## config.mk

```make
export PLATFORM = sky130hd
export DESIGN_NAME = f2prng_ctrl
export DESIGN_NICKNAME = d
export VERILOG_FILES = /design/src/rtl/f2prng_pkg.sv /design/src/rtl/f2prng_ctrl.sv
export SDC_FILE = /design/constraint.sdc
export NUM_CORES = 1
export LEC_CHECK = 0
export BUFFER_PORTS_ARGS = -buffer_cell sky130_fd_sc_hd__buf_2
export CAP_MARGIN = 40
export CORE_AREA = 2 2 39 41
export DETAILED_ROUTE_END_ITERATION = 12
export DIE_AREA = 0 0 41 43
export RECOVER_POWER = 25
export SLEW_MARGIN = 20
export SYNTH_ARGS = -nofsm -noshare
export SYNTH_HDL_FRONTEND = slang
export SYNTH_SLANG_ARGS = --single-unit
```

## constraint.sdc

```tcl
create_clock -name clk_i -period 3.88 [get_ports clk_i]
set_input_delay 0.582 -clock clk_i [delete_from_list [all_inputs] [get_ports clk_i]]
set_output_delay 0.582 -clock clk_i [all_outputs]
set_load 0.01 [all_outputs]
```

## src/rtl/f2prng_pkg.sv

```systemverilog
`timescale 1ns / 1ps
// Shared types and constants for the 64-bit F2-linear generator.
package f2prng_pkg;

  localparam logic [63:0] TWIST_MATRIX = 64'h4fa9_ca36_f293_c9a9;
  localparam logic [63:0] TEMPER_MASK  = 64'h06fb_bee2_9aae_fd91;
  localparam logic [63:0] SEED_MULT    = 64'h5851_f42d_4c95_7f2d;
  localparam logic [63:0] LOWER_MASK   = 64'h0000_7fff_ffff_ffff;
  localparam logic [63:0] UPPER_MASK   = ~LOWER_MASK;

  localparam int unsigned MID_OFFSET   = 373;
  localparam int unsigned TEMPER_LAG   = 95;
  localparam int unsigned EXTRA_SHIFT  = 37;
  localparam int unsigned STORE_SHIFT  = 14;
  localparam int unsigned TEMPER_SHIFT = 6;
  localparam int unsigned SEED_SHIFT   = 62;

  typedef enum logic [1:0] {
    RD_CUR,
    RD_NXT,
    RD_MID,
    RD_LAG
  } rd_sel_e;

  typedef enum logic [3:0] {
    ST_IDLE,
    ST_SD_PUT,
    ST_SD_MIX,
    ST_SD_MUL0,
    ST_SD_MUL1,
    ST_SD_MUL2,
    ST_GN_RCUR,
    ST_GN_RNXT,
    ST_GN_RMID,
    ST_GN_RLAG,
    ST_GN_WR,
    ST_GN_OUT,
    ST_GN_ZERO
  } state_e;

  typedef struct packed {
    logic    seed_load;
    logic    sd_put;
    logic    sd_mix;
    logic    sd_mul0;
    logic    sd_mul1;
    logic    sd_mul2;
    logic    rd_en;
    rd_sel_e rd_sel;
    logic    gn_cap;
    logic    gn_join;
    logic    gn_mix;
    logic    gn_wr;
    logic    out_load;
    logic    out_zero;
  } cmd_t;

  typedef struct packed {
    logic idx_done;
    logic out_free;
  } sts_t;

endpackage

```

## src/rtl/f2prng_ctrl.sv

```systemverilog
`timescale 1ns / 1ps
// Sequencer for seeding and generation of the F2-linear generator.
module f2prng_ctrl (
  input  logic               clk_i,
  input  logic               rst_ni,
  input  logic               in_valid_i,
  input  logic               func_i,
  output logic               in_stall_o,
  output f2prng_pkg::cmd_t   cmd_o,
  input  f2prng_pkg::sts_t   sts_i
);

  f2prng_pkg::state_e state_q, state_d;
  logic seeded_q, seeded_d;

  always_ff @(posedge clk_i or negedge rst_ni) begin
    if (!rst_ni) begin
      state_q  <= f2prng_pkg::ST_IDLE;
      seeded_q <= 1'b0;
    end else begin
      state_q  <= state_d;
      seeded_q <= seeded_d;
    end
  end

  assign in_stall_o = (state_q != f2prng_pkg::ST_IDLE);

  always_comb begin
    state_d  = state_q;
    seeded_d = seeded_q;
    cmd_o    = '0;
    unique case (state_q)
      f2prng_pkg::ST_IDLE: begin
        if (in_valid_i) begin
          if (!func_i) begin
            cmd_o.seed_load = 1'b1;
            state_d         = f2prng_pkg::ST_SD_PUT;
          end else if (seeded_q) begin
            state_d = f2prng_pkg::ST_GN_RCUR;
          end else begin
            state_d = f2prng_pkg::ST_GN_ZERO;
          end
        end
      end
      f2prng_pkg::ST_SD_PUT: begin
        cmd_o.sd_put = 1'b1;
        if (sts_i.idx_done) begin
          seeded_d = 1'b1;
          state_d  = f2prng_pkg::ST_IDLE;
        end else begin
          state_d = f2prng_pkg::ST_SD_MIX;
        end
      end
      f2prng_pkg::ST_SD_MIX: begin
        cmd_o.sd_mix = 1'b1;
        state_d      = f2prng_pkg::ST_SD_MUL0;
      end
      f2prng_pkg::ST_SD_MUL0: begin
        cmd_o.sd_mul0 = 1'b1;
        state_d       = f2prng_pkg::ST_SD_MUL1;
      end
      f2prng_pkg::ST_SD_MUL1: begin
        cmd_o.sd_mul1 = 1'b1;
        state_d       = f2prng_pkg::ST_SD_MUL2;
      end
      f2prng_pkg::ST_SD_MUL2: begin
        cmd_o.sd_mul2 = 1'b1;
        state_d       = f2prng_pkg::ST_SD_PUT;
      end
      f2prng_pkg::ST_GN_RCUR: begin
        cmd_o.rd_en  = 1'b1;
        cmd_o.rd_sel = f2prng_pkg::RD_CUR;
        state_d      = f2prng_pkg::ST_GN_RNXT;
      end
      f2prng_pkg::ST_GN_RNXT: begin
        cmd_o.rd_en  = 1'b1;
        cmd_o.rd_sel = f2prng_pkg::RD_NXT;
        cmd_o.gn_cap = 1'b1;
        state_d      = f2prng_pkg::ST_GN_RMID;
      end
      f2prng_pkg::ST_GN_RMID: begin
        cmd_o.rd_en   = 1'b1;
        cmd_o.rd_sel  = f2prng_pkg::RD_MID;
        cmd_o.gn_join = 1'b1;
        state_d       = f2prng_pkg::ST_GN_RLAG;
      end
      f2prng_pkg::ST_GN_RLAG: begin
        cmd_o.rd_en  = 1'b1;
        cmd_o.rd_sel = f2prng_pkg::RD_LAG;
        cmd_o.gn_mix = 1'b1;
        state_d      = f2prng_pkg::ST_GN_WR;
      end
      f2prng_pkg::ST_GN_WR: begin
        cmd_o.gn_wr = 1'b1;
        state_d     = f2prng_pkg::ST_GN_OUT;
      end
      f2prng_pkg::ST_GN_OUT: begin
        if (sts_i.out_free) begin
          cmd_o.out_load = 1'b1;
          state_d        = f2prng_pkg::ST_IDLE;
        end
      end
      f2prng_pkg::ST_GN_ZERO: begin
        if (sts_i.out_free) begin
          cmd_o.out_load = 1'b1;
          cmd_o.out_zero = 1'b1;
          state_d        = f2prng_pkg::ST_IDLE;
        end
      end
      default: begin
        state_d = f2prng_pkg::ST_IDLE;
      end
    endcase
  end

`ifndef SYNTHESIS
  a_gen_seeded: assert property (@(posedge clk_i) disable iff (!rst_ni)
    state_q == f2prng_pkg::ST_GN_RCUR |-> seeded_q)
    else $error("generation started without a seed");

  a_wr_then_out: assert property (@(posedge clk_i) disable iff (!rst_ni)
    state_q == f2prng_pkg::ST_GN_WR |=> state_q == f2prng_pkg::ST_GN_OUT)
    else $error("state write not followed by output stage");

  a_seeded_rise: assert property (@(posedge clk_i) disable iff (!rst_ni)
    $rose(seeded_q) |-> $past(state_q) == f2prng_pkg::ST_SD_PUT && $past(sts_i.idx_done))
    else $error("seeded flag set outside the end of seeding");
`endif

endmodule

```

After elaboration in Yosys (flattened, before gate mapping)
Index checks and enable logic that the tools add are counted.
- flip-flop bits (word level): 5
- input port bits: 6
- output and inout bits: 16
- logic and storage cells: 44
- eq/ne operators: 14
- multiplexer cells: 23
- reduce and logical (&&, ||, !) cells: 5
- operators with widths (operator ; count):
    4-bit one-hot mux with 12 select lines ; 1
    4-bit == test, second input constant ; 5
    4-bit by 3-bit == test with 1-bit output, second input constant ; 4
    4-bit two-way mux ; 4
    1-bit two-way mux ; 14
    3-bit one-hot mux with 4 select lines ; 1
    4-bit by 2-bit == test with 1-bit output, second input constant ; 2
    4-bit by 1-bit == test with 1-bit output, second input constant ; 1
    4-bit logical NOT ; 1
    2-bit two-way mux ; 2
    2-bit AND reduction ; 2
    4-bit nonzero test ; 1
    2-bit by 1-bit inequality test with 1-bit output, second input constant ; 1
    2-bit inequality test, second input constant ; 1
    1-bit one-hot mux with 2 select lines ; 1
    2-bit OR reduction ; 1

Logic depth before layout (Yosys ltp)
Gate-level depths: netlist of run 1.
- word-level depth: 4
- depth in mapped cells: 4
- mapped depth without buffers: 3

Least setup slack after synthesis of run 1
Ideal clock, no wire load.
- path type: register to output
- start: register state_q[0]
- end: output port cmd_o[14] in the netlist's numbering
- arrival: 1.214 ns
- required time: 3.298 ns
- slack: 2.084 ns
- cell stages (with the launch flop): 3
- buffers on the path: 0
- path through: dfrtp_1 or4_4 nor3b_2
- RTL lines (element ; RTL line ; text):
    from (decl) ; f2prng_ctrl.sv:13 ; f2prng_pkg::state_e state_q, state_d;
    from (signal assigned) ; f2prng_ctrl.sv:18 ; state_q <= f2prng_pkg::ST_IDLE;
    from (signal assigned) ; f2prng_ctrl.sv:21 ; state_q <= state_d;
    to (decl) ; f2prng_ctrl.sv:9 ; output f2prng_pkg::cmd_t cmd_o,

==> reports/metrics.cfg, run 1 <==
[critical_path]
critPathKind = reg2out
arrival_ns = 1.67
cp-start-kind = register
cp-end-kind = output pin
cp.required_ns = 3.30
path_max_fanout = 17
r2r_cells = 3

[clock_network]
cts-root-buf = clkbuf_4
clk_latency_ns = 0.24
path_clk_slew_ns = 0.04
tritoncts = built
post_cts_buffers = 0
cts_hold_buf = 0
cts_inserted_buffers = 3
clockBufferDepth = 2
cts_sinks = 5
cts-resized-gates = 0
cts_max_level = 1

[sta]
slew_headroom = 0.686
fin_skew_ns = 0.000373
hold_viol = 0
drv_slew = 0
finalSetupTns_ns = 0
period_share = 0.579
fin_crit_ns = 2.25
rsz0062_at_grt = false
worstMarginPinSlew_ns = 0.471
fin_worst_hold_slack_ns = 0.178
setup_violations = 0
fmax_ghz = 0.445

[synth]
synth_top_area_frac = 0.260
ys_types = 32
synthMuxAreaShare = 0.0417
async_flop_share = 1.00
synth_warnings = 0
postSynthNetCount = 67
synth-simple-area-share = 0.359
synth_area_leaders = dfrtp_1 26%, nor2_1 8.6%, nand2b_1 6.5%
synth_area_per_cell_um2 = 7.88
synth-compound-area-share = 0.253
synth-edff-count = 0
synth-xor-area-share = 0
synth_top_cell_by_area = dfrtp_1
synth_area_um2 = 480
synth_top_family_by_area = simple AND/OR/NAND/NOR gates
yosysSeqAreaShare = 0.260
ys_ff_latch = 5
synth_cells = 61
synthFlopType = dfrtp_1
synthAdderAreaFrac = 0

[placed_design]
hpwlAfterDp_um = 858
portBuffers = 21
gp_congestion = 0.767
dp_cells = 94

[layout]
nets = 89
final_cells = 98
n_antenna_cell = 0
seqCellArea_um2 = 125
drive_gt1_frac = 0.354
final_common_cell = buf_2
multi_input_area_um2 = 314
fillers = 153
final_cell_mix = 20 x buf_2, 11 x nor2_1, 5 x nand2b_1, 5 x dfrtp_1
syn_to_final_growth_pct = 25.8

[routing]
drtIter0Drc = 5
drc = 0
routed_wl_mm = 1.10
firstDrtPassIters = 2
vias_per_cell = 5.08
vias = 498
antenna_left = 0
wl_per_cell_um = 11.2

[power_and_ir_drop]
irDropWorstVdd_mv = 0.300
p_leak_nw = 0.315
powerDensity_nw_per_um2 = 771

[floorplanning]
die_w_um = 41
num_io_pins = 22
die_y_um = 43
die_area_um2 = 1760
rows = 14
core-area_um2 = 1380
initial_utilization = 0.347

[flow_run]
max-cap-violations = 0

[global_route]
antenna_found_initial = 0
grt_overflow = 0
grt_start_max_net_pins = 18
grtUsageTotal = 0.133
grt_pass1_vias = 391
grt_pass1_wl_mm = 1.58

[run_status]
outcome = completed

[min_path]
hold_class = in2async

-- where the power goes --
group          total [mW]  internal, mW  switching [mW]
clock network      0.0581        0.0387          0.0193
registers           0.144        0.0726          0.0716
logic               0.263         0.129           0.134
-- final cells by class --
type,count,area share
multi-input cells,48,0.520
flip-flops and latches,5,0.207
repair buffers,21,0.172
clock buffers,4,0.0435
well taps,16,0.0331
inverters,4,0.0248
-- state kept, by name, indices dropped and copies added, names as in the netlist --
name      count
seeded_q      1
state_q       4
-- stage by stage --
stage | instance area (um2) | power, mW | worst slack, ns | utilization
detailed placement | 579 | 0.409 | 1.89 | 0.419
CTS | 606 | 0.469 | 1.63 | 0.438
global placement | 579 | 0.409 | 1.91 | 0.419
global route | 604 | 0.505 | 1.56 | 0.437
floorplan | 480 | 0.341 | 2.08 | -
finish | 604 | 0.466 | 1.63 | 0.437
-- layer usage --
layer / global-route usage / up-vias / part of all wire
met1: 0.175 / 211 / 0.47
met3: 0.0157 / 2 / 0.064
met2: 0.197 / 20 / 0.44
met4: 0.0800 / 0 / 0.019
met5: 0 / - / 0
li1: - / 265 / -
-- worst max-delay path: stages, from the launching register on --
cell     delay, ns
dfrtp_1       0.54
or4_4         0.57
nor3b_2       0.17
buf_2         0.14
-- final timing paths --
kind,startpoint,to,slack (ns)
worst max-delay path,state_q[3]$_DFFE_PN0P_,cmd_o[14],1.63
worst min-delay path,rst_ni,state_q[0]$_DFFE_PN0P_,0.18
worst max register to register,state_q[3]$_DFFE_PN0P_,state_q[1]$_DFFE_PN0P_,2.42
worst min register to register,seeded_q$_DFFE_PN0P_,seeded_q$_DFFE_PN0P_,0.50
max in group asynchronous,rst_ni,seeded_q$_DFFE_PN0P_,3.50
min in group clk_i,seeded_q$_DFFE_PN0P_,seeded_q$_DFFE_PN0P_,0.50
-- logic make-up after synthesis --
logic type | count (synthesis)
buffers and inverters | 8
flip-flops | 5
AND/OR/NAND/NOR | 30
AO/OA/AOI/OAI | 16
multiplexers | 2
-- Yosys cell counts (2+ instances only) --
library cell and n:
a21o_1 2, nand2_1 2, a21oi_1 2, o21bai_1 2, a211o_1 2, nor2_1 11
nand2b_1 5, mux2i_1 2, buf_2 3, inv_1 3, nor3_1 2, dfrtp_1 5
Power figures use the tool's default switching activity.
==> run 2, diff against run 1 <==
--- a/config.mk
+++ b/config.mk
@@ -5,6 +5,7 @@
 export SDC_FILE = /design/constraint.sdc
 export NUM_CORES = 1
 export LEC_CHECK = 0
+export ABC_AREA = 1
 export BUFFER_PORTS_ARGS = -buffer_cell sky130_fd_sc_hd__buf_2
 export CAP_MARGIN = 40
 export CORE_AREA = 2 2 39 41
==> constraint.sdc (replaced) <==
create_clock -name clk_i -period 2.1 [get_ports clk_i]
set_input_delay 0.315 -clock clk_i [delete_from_list [all_inputs] [get_ports clk_i]]
set_output_delay 0.315 -clock clk_i [all_outputs]
set_load 0.01 [all_outputs]
==> run 2 against run 1 <==
Power is 65% higher. Sequential cell count did not move. Largest power group unchanged. Critical path type unchanged. Sequential power grew 29%. Via count rose by 15%. Critical endpoint is now cmd_o[8]. Core utilization increased by 0.99 points. Largest cell class unchanged. Global-route usage grew 3.1 points. Final area grew 2.3%.
==> reports/metrics.cfg, run 2 <==
[run_status]
outcome = completed

[critical_path]
crit_chain = inv_2, nand2_1, nor2_1, o21bai_1, buf_2
crit_slowest_cell = dfrtp_1
cp.required_ns = 1.78
critPathKind = reg2out
cp-end-kind = output pin
path_max_fanout = 5
cp-start-kind = register
worst-path-buf-inv = 2
cp_top_family = flip-flops
cpPeakStageDelay_ns = 0.43
arrival_ns = 1.31

[synth]
yosysMostFrequentCell = nand2_1
synth_top_area_frac = 0.273
postSynthNetCount = 90
synth_area_leaders = dfrtp_1 27%, nand2_1 23%, nor2_1 14%
synth_common_cells = 28 x nand2_1, 17 x nor2_1, 13 x inv_1
synth_area_um2 = 458
synth_warnings = 0
synth_top_cell_by_area = dfrtp_1
synth-edff-count = 0
synthFlopType = dfrtp_1
ys_ff_latch = 5
synth_area_per_cell_um2 = 5.45
synth_cells = 84
yosysSeqAreaShare = 0.273
ys_types = 14
async_flop_share = 1.00

[layout]
largestRegisters = state_q (4), seeded_q (1)
nets = 117
largest_register_ffs = 4
n_antenna_cell = 0
final_cell_mix = 28 x nand2_1, 20 x buf_2, 17 x nor2_1
top_register = state_q
final_common_cell = nand2_1
drive_gt1_frac = 0.282
syn_to_final_growth_pct = 35.0

[clock_network]
cts_sinks = 5
cts_max_level = 1
cts_inserted_buffers = 3
clk_latency_ns = 0.24
cts-root-buf = clkbuf_4
tritoncts = built
path_clk_slew_ns = 0.04
clockBufferDepth = 2
post_cts_buffers = 0

[routing]
firstDrtPassIters = 2
routed_wl_mm = 1.15
antenna_left = 0
wl_per_cell_um = 9.16
vias_per_cell = 4.55
drtIter0Drc = 4
drc = 0
vias = 573

[power_and_ir_drop]
irDropWorstVdd_mv = 0.572
p_leak_nw = 0.413
p_int_mw = 0.374
powerDensity_nw_per_um2 = 1240
p_comb_frac = 0.618
power_switching_mw = 0.394
power.total_mw = 0.769
swShare = 0.513
seq_power_share = 0.242
power.share.clock = 0.140

[global_route]
grtUsageTotal = 0.164
grt_pass1_vias = 487
grt_overflow = 0
grt_pass1_wl_mm = 1.95
antenna_found_initial = 0
grt_start_max_net_pins = 7

[sta]
setup_slack_ns = 0.475
hold_viol = 0
slew_headroom = 0.823
worstMarginPinSlew_ns = 0.266
fin_crit_ns = 1.63
fin_skew_ns = 0.00106
finalSetupTns_ns = 0
fmax_ghz = 0.615
period_share = 0.774
rsz0062_at_grt = false
drv_slew = 0
setup_violations = 0

[placed_design]
portBuffers = 21
place_ws_ns = 0.735
gp_congestion = 0.817
hpwlAfterDp_um = 969

[floorplanning]
die_area_um2 = 1760
num_io_pins = 22
initial_utilization = 0.331
die_y_um = 43
rows = 14
die_w_um = 41
core-area_um2 = 1380

[flow_run]
max-cap-violations = 0

[min_path]
hold_class = in2reg

## run 2: changes by cell type in the layout (fill, tap and decap cells not counted), sizes merged, moves of 2 or more
cell	previous run	this run
o22ai	2	0
nor2	11	21
a211o	2	0
nand2	2	29
inv	4	16
mux2i	2	0
nand3	1	5
nor3	3	1
nand2b	5	0
## run 2: cells by family (layout without fill, tap and decap cells)
logic type / Yosys count / count (layout) / share of synthesized area
flops: 5 / 5 / 0.273
compound gates: 6 / 6 / 0.0765
simple gates: 57 / 57 / 0.519
buf+inv: 16 / 42 / 0.131
## run 2: worst paths after layout
path                                         from                     end  slack [ns]  cells past startpoint
setup reg to reg           state_q[3]$_DFFE_PN0P_  state_q[0]$_DFFE_PN0P_        0.83                      7
hold reg to reg              seeded_q$_DFFE_PN0P_    seeded_q$_DFFE_PN0P_        0.49                      1
setup / recovery           state_q[2]$_DFFE_PN0P_                cmd_o[8]        0.47                      5
max in group asynchronous                  rst_ni    seeded_q$_DFFE_PN0P_        1.42                      2
hold / removal                           sts_i[1]    seeded_q$_DFFE_PN0P_        0.30                      2
min in group asynchronous                  rst_ni  state_q[2]$_DFFE_PN0P_        0.47                      2
## run 2: power by group through the flow
| stage | Combinational, mW | Clock, mW | Sequential (mW) |
|---|---|---|---|
| after detailed placement | 0.477 | 0 | 0.187 |
| after global placement | 0.472 | 0 | 0.184 |
| after global routing | 0.554 | 0.125 | 0.193 |
| after floorplan | 0.342 | 0 | 0.176 |
| after CTS | 0.480 | 0.113 | 0.186 |
| final | 0.475 | 0.108 | 0.186 |
## run 2: worst reg2reg max path, stage by stage (launching register included)
cell and delay, ns:
dfrtp_1 0.44, nor2_2 0.23, nand2_2 0.12, nor2_2 0.16, inv_2 0.05, nand2_1 0.07
nand2_1 0.06, nand2_1 0.07
## run 2: per-stage QoR
step | cells | hold slack, ns | cell area [um2] | utilization
after floorplan | 84 | 0.0194 | 458 | -
after global placement | 121 | 0.135 | 583 | 0.421
after detailed placement | 121 | 0.132 | 583 | 0.421
after CTS | 126 | 0.295 | 619 | 0.448
after global routing | 126 | 0.301 | 618 | 0.447
final | 126 | 0.304 | 618 | 0.447
## run 2: routing by layer
| layer | wire (um) | track usage | up-vias |
|---|---|---|---|
| li1 | - | - | 307 |
| met1 | 525 | 0.184 | 251 |
| met2 | 570 | 0.266 | 13 |
| met3 | 44 | 0.0314 | 2 |
| met4 | 14 | 0.100 | 0 |
| met5 | 0 | 0 | - |
## run 2: timing repair
action | CTS | global route
hold buffers | 1 | 0
endpoints found under the hold margin | 5 | 0
resized for setup | 0 | 0
## run 2: area by class of cell
cell class	instances	area, um2
Sequential cell	5	125
Timing Repair Buffer	22	114
Tap cell	16	20.0
Inverter	16	60.1
Clock buffer	4	26.3
Fill cell	157	766
Multi-Input combinational cell	63	273
